[src/rtl/dfm_pkg.sv]
// Package: shared types and constants of the drain fault monitor.
`timescale 1ns / 1ps
package dfm_pkg;

  localparam int MODE_W   = 1;
  localparam int PERIOD_W = 16;
  localparam int FREQ_W   = 18;
  localparam int CFG_W    = 20;
  localparam int TIMER_W  = 21;
  localparam int CNT_W    = 8;
  localparam int FAIL_W   = 3;
  localparam int CFG_IDX_W = 3;

  localparam int Q_DEPTH = 2;
  localparam int Q_PTR_W = 1;
  localparam int Q_CNT_W = 2;

  localparam logic [MODE_W-1:0] MODE_DRAIN = 1'b0;
  localparam logic [MODE_W-1:0] MODE_SPIN  = 1'b1;

  localparam logic [FAIL_W-1:0] FAIL_NONE       = 3'd0;
  localparam logic [FAIL_W-1:0] FAIL_BLOCKED    = 3'd1;
  localparam logic [FAIL_W-1:0] FAIL_LOW_RATE   = 3'd2;
  localparam logic [FAIL_W-1:0] FAIL_SPIN_WATER = 3'd3;
  localparam logic [FAIL_W-1:0] FAIL_SPIN_DANGER = 3'd4;

  localparam logic [CFG_IDX_W-1:0] CFG_BLOCKED_TIMEOUT = 3'd0;
  localparam logic [CFG_IDX_W-1:0] CFG_RATE_WINDOW     = 3'd1;
  localparam logic [CFG_IDX_W-1:0] CFG_RISE_LOW        = 3'd2;
  localparam logic [CFG_IDX_W-1:0] CFG_RISE_HIGH       = 3'd3;
  localparam logic [CFG_IDX_W-1:0] CFG_SPIN_TIMEOUT    = 3'd4;
  localparam logic [CFG_IDX_W-1:0] CFG_SPIN_DANGER     = 3'd5;

  localparam logic [CFG_W-1:0]  RST_BLOCKED_TIMEOUT = 20'd900000;
  localparam logic [CFG_W-1:0]  RST_RATE_WINDOW     = 20'd180000;
  localparam logic [FREQ_W-1:0] RST_RISE_LOW        = '0;
  localparam logic [FREQ_W-1:0] RST_RISE_HIGH       = '0;
  localparam logic [CFG_W-1:0]  RST_SPIN_TIMEOUT    = 20'd10000;
  localparam logic [CNT_W-1:0]  RST_SPIN_DANGER     = 8'd5;

  // tick class decided by the front end
  typedef enum logic [1:0] {
    OP_DRAIN_CLEAR,
    OP_DRAIN_RUN,
    OP_SPIN_CLEAR,
    OP_SPIN_RUN
  } op_t;

  typedef struct packed {
    op_t                 op;
    logic [PERIOD_W-1:0] period;
    logic [FREQ_W-1:0]   freq;
  } cmd_t;

endpackage

[src/rtl/dfm_front.sv]
// Front end: accepts ticks, classifies them and queues commands for the back end.
`timescale 1ns / 1ps
module dfm_front
  import dfm_pkg::*;
(
  input  logic                clk,
  input  logic                rst_n,
  input  logic                in_valid,
  output logic                in_stall,
  input  logic [MODE_W-1:0]   in_mode,
  input  logic [PERIOD_W-1:0] in_period_ms,
  input  logic                in_level_flag,
  input  logic [FREQ_W-1:0]   in_level_freq,
  output logic                q_valid,
  output cmd_t                q_cmd,
  input  logic                q_pop
);

  cmd_t                q_mem_r [Q_DEPTH];
  logic [Q_PTR_W-1:0]  wr_ptr_r, wr_ptr_nxt;
  logic [Q_PTR_W-1:0]  rd_ptr_r, rd_ptr_nxt;
  logic [Q_CNT_W-1:0]  count_r, count_nxt;
  logic                push;
  cmd_t                cmd_in;

  assign in_stall = (count_r == Q_CNT_W'(Q_DEPTH));
  assign push     = in_valid && !in_stall;
  assign q_valid  = (count_r != '0);
  assign q_cmd    = q_mem_r[rd_ptr_r];

  always_comb begin
    if (in_mode == MODE_SPIN) begin
      cmd_in.op = in_level_flag ? OP_SPIN_CLEAR : OP_SPIN_RUN;
    end else begin
      cmd_in.op = in_level_flag ? OP_DRAIN_RUN : OP_DRAIN_CLEAR;
    end
    cmd_in.period = in_period_ms;
    cmd_in.freq   = in_level_freq;
  end

  always_comb begin
    wr_ptr_nxt = push ? wr_ptr_r + 1'b1 : wr_ptr_r;
    rd_ptr_nxt = q_pop ? rd_ptr_r + 1'b1 : rd_ptr_r;
    case ({push, q_pop})
      2'b10:   count_nxt = count_r + 1'b1;
      2'b01:   count_nxt = count_r - 1'b1;
      default: count_nxt = count_r;
    endcase
  end

  always_ff @(posedge clk) begin
    if (!rst_n) begin
      wr_ptr_r <= '0;
      rd_ptr_r <= '0;
      count_r  <= '0;
    end else begin
      wr_ptr_r <= wr_ptr_nxt;
      rd_ptr_r <= rd_ptr_nxt;
      count_r  <= count_nxt;
    end
  end

  always_ff @(posedge clk) begin
    if (push) begin
      q_mem_r[wr_ptr_r] <= cmd_in;
    end
  end

  a_q_count_bound: assert property (@(posedge clk) disable iff (!rst_n)
    count_r <= Q_CNT_W'(Q_DEPTH))
    else $error("command queue overfilled");

  a_pop_nonempty: assert property (@(posedge clk) disable iff (!rst_n)
    (q_pop && count_r == Q_CNT_W'(1) && !push) |=> !q_valid)
    else $error("queue not empty after last command taken");

endmodule

[src/rtl/dfm_back.sv]
// Back end: configuration registers, supervision timers and result register.
`timescale 1ns / 1ps
module dfm_back
  import dfm_pkg::*;
(
  input  logic                 clk,
  input  logic                 rst_n,
  input  logic                 cfg_we,
  input  logic [CFG_IDX_W-1:0] cfg_index,
  input  logic [CFG_W-1:0]     cfg_data,
  input  logic                 q_valid,
  input  cmd_t                 q_cmd,
  output logic                 q_pop,
  output logic                 out_valid,
  input  logic                 out_stall,
  output logic [FAIL_W-1:0]    out_failure_code
);

  logic [CFG_W-1:0]   blocked_timeout_r;
  logic [CFG_W-1:0]   rate_window_r;
  logic [FREQ_W-1:0]  rise_low_r;
  logic [FREQ_W-1:0]  rise_high_r;
  logic [CFG_W-1:0]   spin_timeout_r;
  logic [CNT_W-1:0]   spin_danger_r;

  logic [TIMER_W-1:0] blocked_timer_r, blocked_timer_nxt;
  logic [TIMER_W-1:0] window_timer_r, window_timer_nxt;
  logic [FREQ_W-1:0]  start_freq_r, start_freq_nxt;
  logic [TIMER_W-1:0] spin_timer_r, spin_timer_nxt;
  logic [CNT_W-1:0]   spin_cnt_r, spin_cnt_nxt;
  logic [FAIL_W-1:0]  fail_r, fail_nxt;
  logic               out_valid_r, out_valid_nxt;
  logic [FAIL_W-1:0]  out_code_r;

  logic               back_ready;
  logic [TIMER_W-1:0] blk_sum, win_sum, spin_sum;
  logic [FREQ_W-1:0]  start_eff, rise;
  logic [CNT_W-1:0]   cnt_inc;

  assign back_ready       = !out_valid_r || !out_stall;
  assign q_pop            = q_valid && back_ready;
  assign out_valid        = out_valid_r;
  assign out_failure_code = out_code_r;

  always_ff @(posedge clk) begin
    if (!rst_n) begin
      blocked_timeout_r <= RST_BLOCKED_TIMEOUT;
      rate_window_r     <= RST_RATE_WINDOW;
      rise_low_r        <= RST_RISE_LOW;
      rise_high_r       <= RST_RISE_HIGH;
      spin_timeout_r    <= RST_SPIN_TIMEOUT;
      spin_danger_r     <= RST_SPIN_DANGER;
    end else if (cfg_we) begin
      unique case (cfg_index)
        CFG_BLOCKED_TIMEOUT: blocked_timeout_r <= cfg_data;
        CFG_RATE_WINDOW:     rate_window_r     <= cfg_data;
        CFG_RISE_LOW:        rise_low_r        <= cfg_data[FREQ_W-1:0];
        CFG_RISE_HIGH:       rise_high_r       <= cfg_data[FREQ_W-1:0];
        CFG_SPIN_TIMEOUT:    spin_timeout_r    <= cfg_data;
        CFG_SPIN_DANGER:     spin_danger_r     <= cfg_data[CNT_W-1:0];
        default: ;
      endcase
    end
  end

  always_comb begin
    blk_sum   = blocked_timer_r + TIMER_W'(q_cmd.period);
    win_sum   = window_timer_r + TIMER_W'(q_cmd.period);
    spin_sum  = spin_timer_r + TIMER_W'(q_cmd.period);
    // a fresh window samples the current frequency as its baseline
    start_eff = (window_timer_r == '0) ? q_cmd.freq : start_freq_r;
    rise      = q_cmd.freq - start_eff;
    cnt_inc   = spin_cnt_r + 1'b1;
  end

  always_comb begin
    blocked_timer_nxt = blocked_timer_r;
    window_timer_nxt  = window_timer_r;
    start_freq_nxt    = start_freq_r;
    spin_timer_nxt    = spin_timer_r;
    spin_cnt_nxt      = spin_cnt_r;
    fail_nxt          = fail_r;
    if (q_pop) begin
      unique case (q_cmd.op)
        OP_DRAIN_CLEAR: begin
          blocked_timer_nxt = '0;
          window_timer_nxt  = '0;
        end
        OP_DRAIN_RUN: begin
          if (blk_sum >= TIMER_W'(blocked_timeout_r)) begin
            blocked_timer_nxt = '0;
            fail_nxt          = FAIL_BLOCKED;
          end else begin
            blocked_timer_nxt = blk_sum;
          end
          start_freq_nxt = start_eff;
          if (win_sum > TIMER_W'(rate_window_r)) begin
            window_timer_nxt = '0;
            // low rate wins over a blocked code from the same tick
            if (q_cmd.freq > start_eff && rise > rise_low_r && rise <= rise_high_r) begin
              fail_nxt = FAIL_LOW_RATE;
            end
          end else begin
            window_timer_nxt = win_sum;
          end
        end
        OP_SPIN_CLEAR: begin
          spin_timer_nxt = '0;
          spin_cnt_nxt   = '0;
        end
        OP_SPIN_RUN: begin
          if (spin_sum >= TIMER_W'(spin_timeout_r)) begin
            spin_timer_nxt = '0;
            if (cnt_inc >= spin_danger_r) begin
              spin_cnt_nxt = '0;
              fail_nxt     = FAIL_SPIN_DANGER;
            end else begin
              spin_cnt_nxt = cnt_inc;
              fail_nxt     = FAIL_SPIN_WATER;
            end
          end else begin
            spin_timer_nxt = spin_sum;
          end
        end
        default: ;
      endcase
    end
  end

  assign out_valid_nxt = back_ready ? q_valid : out_valid_r;

  always_ff @(posedge clk) begin
    if (!rst_n) begin
      blocked_timer_r <= '0;
      window_timer_r  <= '0;
      start_freq_r    <= '0;
      spin_timer_r    <= '0;
      spin_cnt_r      <= '0;
      fail_r          <= FAIL_NONE;
      out_valid_r     <= 1'b0;
    end else begin
      blocked_timer_r <= blocked_timer_nxt;
      window_timer_r  <= window_timer_nxt;
      start_freq_r    <= start_freq_nxt;
      spin_timer_r    <= spin_timer_nxt;
      spin_cnt_r      <= spin_cnt_nxt;
      fail_r          <= fail_nxt;
      out_valid_r     <= out_valid_nxt;
    end
  end

  always_ff @(posedge clk) begin
    if (q_pop) begin
      out_code_r <= fail_nxt;
    end
  end

  a_fail_sticky: assert property (@(posedge clk) disable iff (!rst_n)
    (fail_r != FAIL_NONE) |=> (fail_r != FAIL_NONE))
    else $error("failure code cleared without reset");

  a_fail_range: assert property (@(posedge clk) disable iff (!rst_n)
    fail_r <= FAIL_SPIN_DANGER)
    else $error("failure code out of range");

  a_timer_bound: assert property (@(posedge clk) disable iff (!rst_n)
    !blocked_timer_r[TIMER_W-1] && !window_timer_r[TIMER_W-1] && !spin_timer_r[TIMER_W-1])
    else $error("timer left its 20-bit range");

  a_pop_loads_out: assert property (@(posedge clk) disable iff (!rst_n)
    q_pop |=> out_valid_r)
    else $error("result not presented after command taken");

endmodule

[src/rtl/drain_fault_monitor.sv]
// Top level: drain fault monitor, front end, command queue and back end.
// Each accepted tick yields exactly one transaction on the out_ channel carrying the sticky
// failure code after that tick. The block sustains one tick per clock cycle while the result
// side is not stalled; a tick is first written into the two-entry command queue, then the back
// end's timer update writes its result into the result register. The rate is set by the back
// end, which updates the timers, the window baseline, the spin counter and the failure state
// that a tick touches. Configuration writes through cfg_we/cfg_index/cfg_data take effect on
// the next cycle and must only be issued while no tick is in flight.
`timescale 1ns / 1ps
module drain_fault_monitor
  import dfm_pkg::*;
(
  input  logic                 clk,
  input  logic                 rst_n,
  input  logic                 cfg_we,
  input  logic [CFG_IDX_W-1:0] cfg_index,
  input  logic [CFG_W-1:0]     cfg_data,
  input  logic                 in_valid,
  output logic                 in_stall,
  input  logic [MODE_W-1:0]    in_mode,
  input  logic [PERIOD_W-1:0]  in_period_ms,
  input  logic                 in_level_flag,
  input  logic [FREQ_W-1:0]    in_level_freq,
  output logic                 out_valid,
  input  logic                 out_stall,
  output logic [FAIL_W-1:0]    out_failure_code
);

  logic q_valid;
  cmd_t q_cmd;
  logic q_pop;

  dfm_front u_front (
    .clk           (clk),
    .rst_n         (rst_n),
    .in_valid      (in_valid),
    .in_stall      (in_stall),
    .in_mode       (in_mode),
    .in_period_ms  (in_period_ms),
    .in_level_flag (in_level_flag),
    .in_level_freq (in_level_freq),
    .q_valid       (q_valid),
    .q_cmd         (q_cmd),
    .q_pop         (q_pop)
  );

  dfm_back u_back (
    .clk              (clk),
    .rst_n            (rst_n),
    .cfg_we           (cfg_we),
    .cfg_index        (cfg_index),
    .cfg_data         (cfg_data),
    .q_valid          (q_valid),
    .q_cmd            (q_cmd),
    .q_pop            (q_pop),
    .out_valid        (out_valid),
    .out_stall        (out_stall),
    .out_failure_code (out_failure_code)
  );

endmodule
[config.mk]
export PLATFORM = sky130hd
export DESIGN_NAME = drain_fault_monitor
export DESIGN_NICKNAME = d
export VERILOG_FILES = /design/src/rtl/dfm_pkg.sv /design/src/rtl/dfm_front.sv /design/src/rtl/dfm_back.sv /design/src/rtl/drain_fault_monitor.sv
export SDC_FILE = /design/constraint.sdc
export NUM_CORES = 1
export LEC_CHECK = 0
export ABC_AREA = 1
export BUFFER_PORTS_ARGS = -buffer_cell sky130_fd_sc_hd__clkbuf_2
export CAP_MARGIN = 30
export CORE_ASPECT_RATIO = 1.5
export CORE_MARGIN = 2
export CORE_UTILIZATION = 40
export DETAILED_ROUTE_END_ITERATION = 8
export REMOVE_ABC_BUFFERS = 1
export SYNTH_ARGS = -nofsm -noshare
export SYNTH_HDL_FRONTEND = slang
export SYNTH_SLANG_ARGS = --single-unit
[constraint.sdc]
create_clock -name clk -period 5.03 [get_ports clk]
set_input_delay 0.503 -clock clk [delete_from_list [all_inputs] [get_ports clk]]
set_output_delay 0.503 -clock clk [all_outputs]
set_load 0.05 [all_outputs]
==> key figures <==
Status
  • Status: completed

Clocking
  • Clk_lat worst skew: 0.60 ns
  • Sink Count: around 280
  • Worst-path clk slew: 0.06 ns
  • CTS tree: built
  • CTS hold repair buffers: 0
  • CTS root buf: clkbuf_16
  • Clk buf depth: 3
  • CTS buffer count: 30
  • H-tree depth: 1

Global routing
  • Pin count of the biggest net entering global routing: approximately 110
  • First-pass GRT wire length: 73.0 mm
  • Gr usage total: 22.0%
  • Global route total overflow: 0
  • Vias in the first global route: 13,800
  • Initial antenna violation count: 0

Critical path
  • Critical Path End Type: register
  • CP startpoint kind: register
  • Delay-heaviest family, CP: simple AND/OR/NAND/NOR gates
  • Crit Path Max Fanout: 8
  • CP Class: register to register
  • Worst Path Required: 5.49 ns
  • Worst path arrival time: 5.02 ns
  • Crit path buffers/inverters: 2
  • Crit path max-delay cell type: dfxtp_2
  • CP max stage delay: 0.41 ns
  • Worst path most repeated cell: nand2_1

Pwr
  • Peak supply drop: approximately 0.54 mV
  • Power per cell area: 767 nW/um2
  • Leakage: slightly above 8 nW
  • Switch share: 48.9%
  • Int Power: 0.00717 W
  • Sequential power share: 19.6%
  • Switching power of the nets: 0.00686 W
  • Comb power frac: about 64%
  • Clock power share: 16.0%

STA
  • RSZ-0062 raised after global routing: no
  • Slew at the pin closest to its max-slew limit: between 0.9 and 1 ns
  • Setup Viol. Count Final: 0
  • Clock skew: 0.0467 ns
  • Min Clock Period, post-route: 4.56 ns
  • Relative slew slack: 36.0%
  • Fmax: 219 MHz
  • Hold Violations, Final: 0
  • Max-slew violation count: 0
  • Final period util: 90.7%

Logic synthesis
  • Synth Register Bits: 277
  • Mapped Avg Cell Area: 7.99 um2
  • Synth warn: 0
  • Most frequent cells after synthesis: nand2_1, a21oi_1, inv_1, dfxtp_1, ha_1
  • Area contributors post-synth: dfxtp_1, edfxtp_1, ha_1
  • Yosys top cell by area: dfxtp_1
  • Sequential area share after synthesis: 38.6%
  • Top-count cell post-synth: nand2_1
  • Yosys cell types: 54
  • Synth Flop Type: dfxtp_1
  • Area of the mapped netlist: 16,300 um2
  • Post-Synthesis Cells: a little over 2,000
  • Post-synth top area share: 24.8%
  • Ys async rst share: 0%
  • Number of synthesized flops with an enable pin: 75

Placed design
  • Placed instance area: 17,200 um2
  • Placer Congestion: 0.949
  • Post-DP HPWL: roughly 36 mm
  • I/O Buffers: slightly below 70
  • Cells after DPL: 2,568

Cells and area
  • Area Growth Syn to Fin: 12.2%
  • ANT cells: 0
  • Non-Filler Instances: 2,631
  • Share of cells above drive strength 1: 10.7%
  • Fill count: 4,036
  • Multi-input logic area: slightly below 9000 um2
  • Final Cell Area: around 18,000 um2
  • Final nets: 2,334
  • Register area: about 6300 um2

Floorplanning
  • Core Footprint: 40,200 um2
  • IO Pins: 69
  • Initial Util: 40.6%
  • Die Span X: 169 um
  • Std-Cell Rows: 90
  • Die Y: 251 um
  • Die footprint: 42,400 um2

Route
  • Routed via count: 13,700
  • DR iter-0 viols: 729
  • Remaining DRCs: 0
  • DRT antenna net count: 0
  • First-pass DRT Iterations: 5
  • WL/cell: 17.6 um
  • Vias per Instance: 5.20
  • DRT Wirelength: 46.4 mm

Run
  • # Max-Cap Violations: 0

Hold path
  • HP Class: primary input to register
state kept, by name, summed over array words and instances (netlist names), 2 cells and up, named ones only:
register / cells
u_back.start_freq_r: 18
u_front.count_r: 2
u_back.rise_low_r: 18
u_back.out_failure_code: 3
u_back.spin_timer_r: 21
u_back.blocked_timer_r: 21
u_back.spin_timeout_r: 20
u_back.rise_high_r: 18
u_back.spin_cnt_r: 8
u_front.q_mem_r: 72
u_back.spin_danger_r: 8
u_back.blocked_timeout_r: 20
u_back.rate_window_r: 20
u_back.fail_r: 3
u_back.window_timer_r: 21
worst register-to-register path, delay by kind of cell (launching register included):
| family | cells | cell delay [ns] |
|---|---|---|
| AND/OR/NAND/NOR | 16 | 1.54 |
| XOR/XNOR | 1 | 0.20 |
| AO/OA/AOI/OAI | 4 | 0.81 |
| buffers and inverters | 2 | 0.22 |
| flip-flops | 1 | 0.41 |
| adder cells (fa/ha/maj) | 3 | 0.89 |
| multiplexers | 1 | 0.39 |
power groups by stage:
stage	clock network, W	logic [W]	registers (W)
CTS	0.00230	0.00902	0.00274
global placement	0	0.00880	0.00278
detailed placement	0	0.00896	0.00279
global route	0.00239	0.0103	0.00277
finish	0.00225	0.00904	0.00274
floorplan	0	0.00642	0.00284
what timing repair did:
item,in CTS,in global routing
endpoints found under the setup margin,0,10
buffers inserted,0,4
resized for setup,0,5
endpoints found under the hold margin,0,0
worst paths after layout:
check,start,end,slack (ns),depth (start not counted)
min,in_period_ms[14],u_front.q_mem_r[0][32],0.09,1
max reg2reg,register,u_back.spin_cnt_r[7],0.47,27
min reg2reg,u_front.rd_ptr_r,u_front.rd_ptr_r,0.46,1
max,register,u_back.spin_cnt_r[7],0.47,27
logic make-up after synthesis:
group           Yosys count  share of synthesized area [%]
simple gates            657                           17.4
flops                   277                           38.6
mux                      39                           2.60
compound gates          490                           16.3
xor+xnor                 76                           4.08
fa+ha+maj               169                           13.1
buf+inv                 332                           7.89
final cells by class:
class / instances / share of cell area [%]
clock inverters: 17 / 0.869
repair buffers: 93 / 3.28
inverters: 268 / 5.51
multi-input cells: 1431 / 47.9
clock buffers: 39 / 4.57
well taps: 506 / 3.46
flip-flops and latches: 277 / 34.4
layout by cell type, fill, tap and decap left out, types with 6 or more instances in the layout:
cell	count
a31oi_1	8
mux2_2	26
o21bai_1	8
a21oi_1	257
o21ai_1	12
nor3_1	15
nand2_1	396
inv_2	12
ha_1	166
clkbuf_2	67
buf_4	20
nand3_2	11
nor2_1	124
clkbuf_16	31
inv_1	254
nand2_2	7
mux2i_1	12
nor2_4	6
o21ai_2	6
clkinv_2	8
nand4_1	20
o211ai_1	39
xor2_1	54
edfxtp_1	75
dfxtp_1	201
nand3_1	54
o21ai_0	142
xnor2_1	22
layer usage:
layer / global-route usage (%) / up-vias / routed length (um)
met5: 0 / - / 0
met1: 22.6 / 6371 / 17300
met4: 10.8 / 0 / 2200
met2: 43.4 / 235 / 25500
met3: 2.20 / 111 / 1340
li1: - / 6960 / -
metrics by stage:
step / TNS [ns] / power, W / hold slack, ns / util (%) / worst slack, ns
2_1_floorplan: -1.88 / 0.00926 / 0.425 / - / -0.0978
3_3_place_gp: 0 / 0.0116 / 0.438 / 42.7 / 0.248
3_5_place_dp: 0 / 0.0117 / 0.448 / 42.7 / 0.227
4_1_cts: 0 / 0.0141 / 0.0600 / 45.2 / 0.225
5_1_grt: 0 / 0.0155 / 0.0814 / 45.5 / 0.00369
6_report: 0 / 0.0140 / 0.0927 / 45.5 / 0.469
No activity file was read; power rests on OpenSTA's default activity.
